[src/sv/segx_pkg.sv]
// Shared types and constants for the 2D segment intersection block.
`timescale 1ns / 1ps
package segx_pkg;

  localparam int CoordW    = 32;
  localparam int DetMagW   = 63;   // |det| < 2^63
  localparam int NumW      = 66;   // signed numerators
  localparam int NumMagW   = 65;   // |numerator| <= 2^64
  localparam int DividendW = 96;
  localparam int QuoW      = 32;
  localparam int RemW      = 63;
  localparam int DivSteps  = 32;

  localparam int AddrW = 3;
  localparam int DataW = 32;
  localparam logic RegDetThr = 1'b0;  // word index of det_threshold
  localparam logic [DataW-1:0] DetThrReset = 32'd42950;

  localparam int FifoDepth = 4;
  localparam int FifoPtrW  = $clog2(FifoDepth);

  localparam int InDataW  = 8 * CoordW;
  localparam int OutDataW = 136;

  typedef enum logic [1:0] {
    OUT_NONE    = 2'd0,
    OUT_INSIDE  = 2'd1,
    OUT_OUTSIDE = 2'd2
  } outcome_e;

  // Classified pair handed from the front to the back.
  typedef struct packed {
    logic                      par;
    logic [CoordW-1:0]         ax;
    logic [CoordW-1:0]         ay;
    logic [CoordW-1:0]         adx_mag;
    logic                      adx_neg;
    logic [CoordW-1:0]         ady_mag;
    logic                      ady_neg;
    logic [NumMagW-1:0]        na_mag;
    logic                      na_neg;
    logic [NumMagW-1:0]        nb_mag;
    logic                      nb_neg;
    logic [DetMagW-1:0]        det_mag;
    logic                      det_neg;
  } job_t;

endpackage

[src/sv/segx_fifo.sv]
// Short queue between the front and the back.
`timescale 1ns / 1ps
module segx_fifo import segx_pkg::*; (
  input  logic clk_i,
  input  logic rst_ni,
  input  logic push_i,
  input  job_t data_i,
  output logic full_o,
  input  logic pop_i,
  output logic empty_o,
  output job_t data_o
);

  job_t                mem_q [FifoDepth];
  logic [FifoPtrW-1:0] wr_q, rd_q;
  logic [FifoPtrW:0]   cnt_q;

  assign full_o  = (cnt_q == (FifoPtrW+1)'(FifoDepth));
  assign empty_o = (cnt_q == '0);
  assign data_o  = mem_q[rd_q];

  always_ff @(posedge clk_i or negedge rst_ni) begin
    if (!rst_ni) begin
      wr_q  <= '0;
      rd_q  <= '0;
      cnt_q <= '0;
    end else begin
      if (push_i) wr_q <= wr_q + 1'b1;
      if (pop_i)  rd_q <= rd_q + 1'b1;
      case ({push_i, pop_i})
        2'b10:   cnt_q <= cnt_q + 1'b1;
        2'b01:   cnt_q <= cnt_q - 1'b1;
        default: cnt_q <= cnt_q;
      endcase
    end
  end

  always_ff @(posedge clk_i) begin
    if (push_i) mem_q[wr_q] <= data_i;
  end

endmodule

[config.mk]
export PLATFORM = sky130hd
export DESIGN_NAME = segx_fifo
export DESIGN_NICKNAME = d
export VERILOG_FILES = /design/src/sv/segx_pkg.sv /design/src/sv/segx_fifo.sv
export SDC_FILE = /design/constraint.sdc
export NUM_CORES = 1
export LEC_CHECK = 0
export BUFFER_PORTS_ARGS = -buffer_cell sky130_fd_sc_hd__buf_2
export CAP_MARGIN = 40
export CORE_MARGIN = 4
export CORE_UTILIZATION = 40
export DETAILED_ROUTE_END_ITERATION = 8
export PLACE_DENSITY = 0.55
export SYNTH_ARGS = -nofsm -noshare
export SYNTH_HDL_FRONTEND = slang
export SYNTH_SLANG_ARGS = --single-unit
[constraint.sdc]
create_clock -name clk_i -period 12.6 [get_ports clk_i]
set_clock_uncertainty 0.05 [all_clocks]
set_input_delay 0.63 -clock clk_i [delete_from_list [all_inputs] [get_ports clk_i]]
set_output_delay 0.63 -clock clk_i [all_outputs]
set_load 0.02 [all_outputs]
==> metrics.md, run 1 <==
| Metric | Value |
|---|---|
| Status | finished clean |
| TritonCTS Sinks | 1315 |
| Crit path DAT | 4.23 ns |
| First drt pass iteration count | 5 |
| Adder-cell share of the synthesized area | 0.00172 |
| # setup viols final | 0 |
| Clk root buf | clkbuf_16 |
| Row Count | 126 |
| Required time worst endpoint | 11.92 ns |
| Area Growth Syn to Fin | 21.9% |
| Internal power | 9.68 mW |
| Fmax | 204 MHz |
| Min-delay src | data_i[145] |
| CP Cell Sequence | buf_12 > buf_12 > mux4_2 > buf_2 |
| Synth unique cells | 19 |
| Asr flop ratio synth | 0.00532 |
| Synthesized net count | ~2100 |
| Post-DP HPWL | between 60000 and 70000 um |
| NetSw | 4.62 mW |
| Worst Tran Pin Value | between 1 and 1.5 ns |
| Final Hold Fails | 0 |
| R2R cell count | 5 |
| Syn_area_per_cell | 27.5 um2 |
| Die X | 354 um |
| Fin Setup TNS | 0 ns |
| Synth Register Bits | approximately 1300 |
| # IOs | 660 |
| DIE AREA | 125000 um2 |
| Fin crit share | 0.390 |
| Mux contribution to synthesized area | 0.154 |
| CORE AREA | 119000 um2 |
| CTS resizes | 0 |
| Most common cell after layout, fill and taps aside | edfxtp_1 |
| Synth Area in XOR/XNOR | 0.00110 |
| Crit path max-delay cell type | dfrtp_4 |
| DR WL/cell | 24.7 um |
| Worst path top cell family by delay | buffers and inverters |
| Fin nets | about 3000 |
| Max_slew headroom | 0.257 |
| Crit path top cell by count | buf_12 |
| Slew Limit Fails | 0 |
| Unrepaired setup endpoints after global routing | false |
| Post-synth EDFFs | 1308 |
| Largest net degree at the start of global routing | approximately 140 |
| Startpoint Class | flop |
| Pleak | 19.7 nW |
| Worst reg2reg path endpoint | mem_q[0][195] |
| Clk buf depth | 3 |
| Met2 Usage GRT | 0.280 |
| Netlist Area Pre-Place | about 48000 um2 |
| Reg-to-reg startpoint | wr_q[0] |
| Critical path type | flop to output pin |
| Post-Route Utilization | 0.493 |
| Worst Hold Depth | 1 |
| Starting density of the core | 0.404 |
| Met3 Use GR | 0.0570 |
| Post-CTS setup buffers | 0 |
| Crit path max fanout | 106 |
| Crit end category | output pin |
| Via-to-Cell Ratio | between 5 and 6 |
| Tightest Hold Check Type | primary input to flop |
| Layer with the highest usage | met2 |
| Switching share of power | 0.323 |
| First-pass GRT wire length | around 160000 um |
| Largest family of logic cells by synthesized area | multiplexers |
| Compound-cell area share of the yosys netlist | 0.000209 |
| Seq pwr share | 0.414 |
| Worst vdd ir | 188 uV |
| Post-route ant nets | 0 |
| Overall die height | 354 um |
| Grt met1 use | 0.212 |
| WP buf/inv | 3 |
| Most frequent cells in the layout | edfxtp_1 (1308), buf_2 (659), mux4_2 (327) |
| PwrDens | 245 nW/um2 |
| Clk slew on worst S/H paths | 0.06 ns |
| Post-Route WL | 107000 um |
| DR DRC count | 0 |
| Max stage delay on crit path | about 0.92 ns |
| Period minus WS final | 4.91 ns |
| Worst R2R Setup Slack | 9.10 ns |
| Worst Hold Path EP | mem_q[3][145] |
| Worst skew pair latency | 0.73 ns |
| Routability cong. | 0.766 |
| Logic gate share of total power | 0.314 |
| Max-Cap Viols | 0 |
| CTS tree | done |
| Top FF cell, synth | edfxtp_1 |
| CTS H-Tree Depth | 4 |
| Ys Warns | 0 |
| # port buffers | 659 |
| GRT Total Usage | 0.170 |
| Vias in the first global route | around 24000 |
| Cell count after synthesis | 1745 |
| Clock power share | 0.271 |
| GRT Residual Overflow | 0 |
| Crit path from | rd_q[0] |
| DR iter-0 viols | 1478 |
| Post-Synth Simple-Gate Area | 0.00107 |
| Initial antenna violation count | between 40 and 50 |
| Layout cells sized above 1 | 0.443 |
| Post-synthesis sequential area ratio | 0.823 |
| Cts bufs inserted | 138 |
| Via count | 21900 |
==> state kept, by name (all words and copies together) (netlist names) <==
signal,count
rd_q,2
mem_q,1308
wr_q,2
cnt_q,3
==> worst max path at each step <==
| stage | to | slack [ns] | cells past startpoint |
|---|---|---|---|
| 5_1_grt | data_o[268] | 7.24 | 4 |
| 4_1_cts | data_o[165] | 7.50 | 4 |
| 3_3_place_gp | data_o[165] | 8.39 | 4 |
| 3_5_place_dp | data_o[259] | 8.35 | 4 |
| 6_report | data_o[268] | 7.69 | 4 |
| 2_1_floorplan | mem_q[0][0] | 3.81 | 3 |
==> stage by stage <==
stage / area, um2 / worst slack (ns) / hold WS [ns] / instances / total power [mW]
2_1_floorplan: 47900 / 3.81 / 0.284 / 1745 / 9.40
3_3_place_gp: 52600 / 8.39 / 0.420 / 3954 / 10.5
3_5_place_dp: 52900 / 8.35 / 0.426 / 3964 / 10.6
4_1_cts: 58300 / 7.50 / 0.0000490 / 4326 / 14.6
5_1_grt: 58400 / 7.24 / 0.0224 / 4333 / 15.0
6_report: 58400 / 7.69 / 0.0754 / 4346 / 14.3
==> worst register-to-register path, cell delays in order (launching register included) <==
cell and delay (ns):
dfrtp_1 0.42, inv_1 0.10, ha_1 0.15, and2_4 0.65, buf_4 0.82, buf_12 0.63
==> kinds of logic after synthesis <==
group                      after synthesis
adders and majority gates                6
muxes                                  327
DFF                                   1315
buffers and inverters                   79
xor gates and xnor gates                 6
and+or+nand+nor                         10
AOI/OAI and AO/OA                        2
==> cell usage after synthesis, types with 2 or more instances <==
| library cell | instances | area share |
|---|---|---|
| nand2_1 | 3 | 0.00024 |
| dfrtp_1 | 7 | 0.0037 |
| mux4_2 | 327 | 0.15 |
| xnor2_1 | 2 | 0.00037 |
| inv_1 | 6 | 0.00047 |
| clkbuf_1 | 3 | 0.00024 |
| o21ai_0 | 2 | 0.00021 |
| xor2_1 | 4 | 0.00073 |
| buf_12 | 33 | 0.014 |
| buf_6 | 3 | 0.00071 |
| and2_1 | 4 | 0.00052 |
| edfxtp_1 | 1308 | 0.82 |
| buf_2 | 33 | 0.0034 |
| ha_1 | 5 | 0.0013 |
==> power groups by stage <==
stage	clock network, mW	registers [mW]	logic, mW
finish	3.88	5.93	4.50
global route	4.20	5.99	4.78
CTS	4.00	5.94	4.63
detailed placement	0	6.03	4.59
global placement	0	6.00	4.52
floorplan	0	6.21	3.19
==> routing by layer <==
metal | share of wire | routed length (um) | vias up
met3 | 0.083 | 8930 | 235
met2 | 0.50 | 53400 | 757
met1 | 0.39 | 41400 | 11500
met5 | 0.0015 | 162 | -
met4 | 0.033 | 3520 | 24
li1 | - | - | 9405
==> timing repair <==
action	4_1_cts	5_1_grt
hold buffers	111	0
endpoints found under the hold margin	372	0
endpoints found under the setup margin	0	0
==> layout make-up <==
class | count | area, um2
multi-input combinational | 351 | 7570
timing repair buffer | 803 | 4930
clock inverter | 72 | 654
antenna | 20 | 50.0
sequential | 1315 | 39500
tap | 1600 | 2000
inverter | 6 | 22.5
fill | 9641 | 60200
clock buffer | 179 | 3700
(Power assumes the default switching activity.)
==> run 2: changes to the inputs <==
clock period = 4.8 ns   (was 12.6 ns; I/O delays follow)
==> metrics.md, run 2 (synthesis gave the netlist of run 1 again) <==
| Metric | Value |
|---|---|
| Status | finished clean |
| Worst skew pair latency | 0.71 ns (-0.02 ns) |
| Area Growth Syn to Fin | 26.7% |
| Max_slew headroom | 0.524 (+0.266) |
| Crit end category | output pin |
| Crit path max fanout | 54 (-49%) |
| PwrDens | 621 nW/um2 (+150%) |
| Layer with the highest usage | met2 |
| First drt pass iteration count | 5 (unchanged) |
| Met3 Use GR | 0.0552 (-0.00185) |
| First-pass GRT wire length | 162000 um (+2.6%) |
| Most frequent cells in the layout | edfxtp_1 (1308), buf_2 (659), dlygate4sd3_1 (331) |
| Post-CTS setup buffers | 0 (unchanged) |
| Placed Cells | 3981 (+0.43%) |
| Fin crit share | 0.677 |
| # IOs | 660 (unchanged) |
| FF/Latch Area | 39500 um2 (unchanged) |
| Unrepaired setup endpoints after global routing | false |
| Grt met1 use | 0.220 (+0.00809) |
| Filler Cells Inserted | 9436 (-2.1%) |
| Post-route ant nets | 0 (unchanged) |
| Top Registers | mem_q x1308, cnt_q x3 |
| Post-Route WL | 109000 um (+1.3%) |
| DIE AREA | 125000 um2 (unchanged) |
| Fmax | 308 MHz |
| Crit path DAT | 2.96 ns (-1.27 ns) |
| Critical path type | flop to output pin |
| # hold bufs at CTS | 331 (+200%) |
| DR DRC count | 0 (unchanged) |
| DR iter-0 viols | 1534 (+3.8%) |
| Vias in the first global route | 24800 (+5.3%) |
| Required time worst endpoint | 4.51 ns (-7.41 ns) |
| Clk root buf | clkbuf_16 |
| Startpoint Class | flop |
| Layout cells sized above 1 | 0.417 (-0.0266) |
| Starting density of the core | 0.404 (unchanged) |
| Via count | 22800 (+3.9%) |
| Period minus WS final | between 3 and 4 ns |
| Tightest Hold Check Type | primary input to flop |
| Slew Limit Fails | 0 (unchanged) |
| Post-Route Utilization | 0.512 (+0.0194) |
| Initial antenna violation count | 23 (-45%) |
| Non-Filler Instances | 4575 (+5.3%) |
| CORE AREA | 119000 um2 (unchanged) |
| Routability cong. | 0.777 (+1.4%) |
| Via-to-Cell Ratio | 4.98 (-1.3%) |
| Die X | 354 um (unchanged) |
| Most common cell after layout, fill and taps aside | edfxtp_1 |
| # port buffers | 659 (unchanged) |
| GRT Residual Overflow | 0 (unchanged) |
| Max-Cap Viols | 0 (unchanged) |
| TritonCTS Sinks | 1315 (unchanged) |
| Clk buf depth | 3 (unchanged) |
| Post-DP HPWL | 68500 um (+0.62%) |
| # setup viols final | 0 (unchanged) |
| Fin Setup TNS | 0 ns (unchanged) |
| Met2 Usage GRT | 0.280 (about the same) |
| Fin nets | 3190 (+8.1%) |
| Largest net degree at the start of global routing | 93 (-33%) |
| CTS tree | done |
| Final Hold Fails | 0 (unchanged) |
| Worst Tran Pin Value | 0.715 ns (-0.399 ns) |
| Pleak | 20.7 nW (+4.9%) |
| CTS resizes | 0 (unchanged) |
| Cts bufs inserted | 139 (+0.72%) |
| Biggest register | mem_q |
| Max reg flops | 1308 (unchanged) |
| Clk slew on worst S/H paths | 0.06 ns (about the same) |
| Row Count | 126 (unchanged) |
| Multi-input gate area | 7570 um2 (unchanged) |
| Worst vdd ir | 435 uV (+130%) |
| CTS H-Tree Depth | 4 (unchanged) |
| Overall die height | 354 um (unchanged) |
| DR WL/cell | 23.8 um (-3.8%) |
| GRT Total Usage | 0.172 (+0.00221) |
-- run 2: cell types whose count changed in the layout (fill, tap and decap cells not counted), moves of 4 or more --
cell	before	now
dlygate4sd3_1	111	331
clkbuf_1	36	24
buf_4	15	26
buf_12	11	21
clkinv_2	18	23
clkinvlp_4	2	7
buf_16	7	3
-- run 2: metal layers --
metal  routed length (um)  up-vias
met1                43100    12000
met2                53900      708
li1                     -     9883
met4                 3420        4
met3                 8330      188
met5                   26        -
-- run 2: critical path: stages, from the launching register on --
cell	delay (ns)
dfrtp_4	0.69
buf_12	0.27
buf_12	0.40
mux4_2	0.59
buf_2	0.18
-- run 2: where the power goes --
part	switching, mW	total [mW]	internal (mW)
Sequential	0.506	15.5	15.0
Combinational	7.43	12.2	4.72
Clock	4.22	10.0	5.83
Total	12.2	37.7	25.5
-- run 2: path summary, 6_finish.rpt --
path                                  start       endpoint  slack, ns  depth (start not counted)
worst max register to register      wr_q[0]  mem_q[0][279]       2.44                          5
max in group asynchronous            rst_ni        rd_q[0]       3.92                          3
worst min register to register     cnt_q[0]       cnt_q[0]       0.46                          1
min in group asynchronous            rst_ni        rd_q[1]       0.47                          3
worst min-delay path            data_i[263]  mem_q[2][263]       0.22                          2
worst max-delay path                rd_q[0]    data_o[149]       1.55                          4
-- run 2: cell type report --
type | count | area share
flip-flops and latches | 1315 | 0.650
clock inverters | 72 | 0.00915
repair buffers | 1040 | 0.120
diodes | 22 | 0.000907
inverters | 6 | 0.000371
well taps | 1600 | 0.0330
clock buffers | 169 | 0.0613
multi-input cells | 351 | 0.125
-- run 2: stage by stage --
step,area [um2],power [mW],setup WS [ns],hold slack (ns)
final,60700,37.7,1.55,0.219
after global routing,60700,39.4,1.30,0.168
after CTS,60600,38.4,1.38,0.131
after detailed placement,53100,28.0,2.19,0.0468
after global placement,52900,27.8,2.03,0.0462
after floorplan,47900,24.1,1.41,-0.106
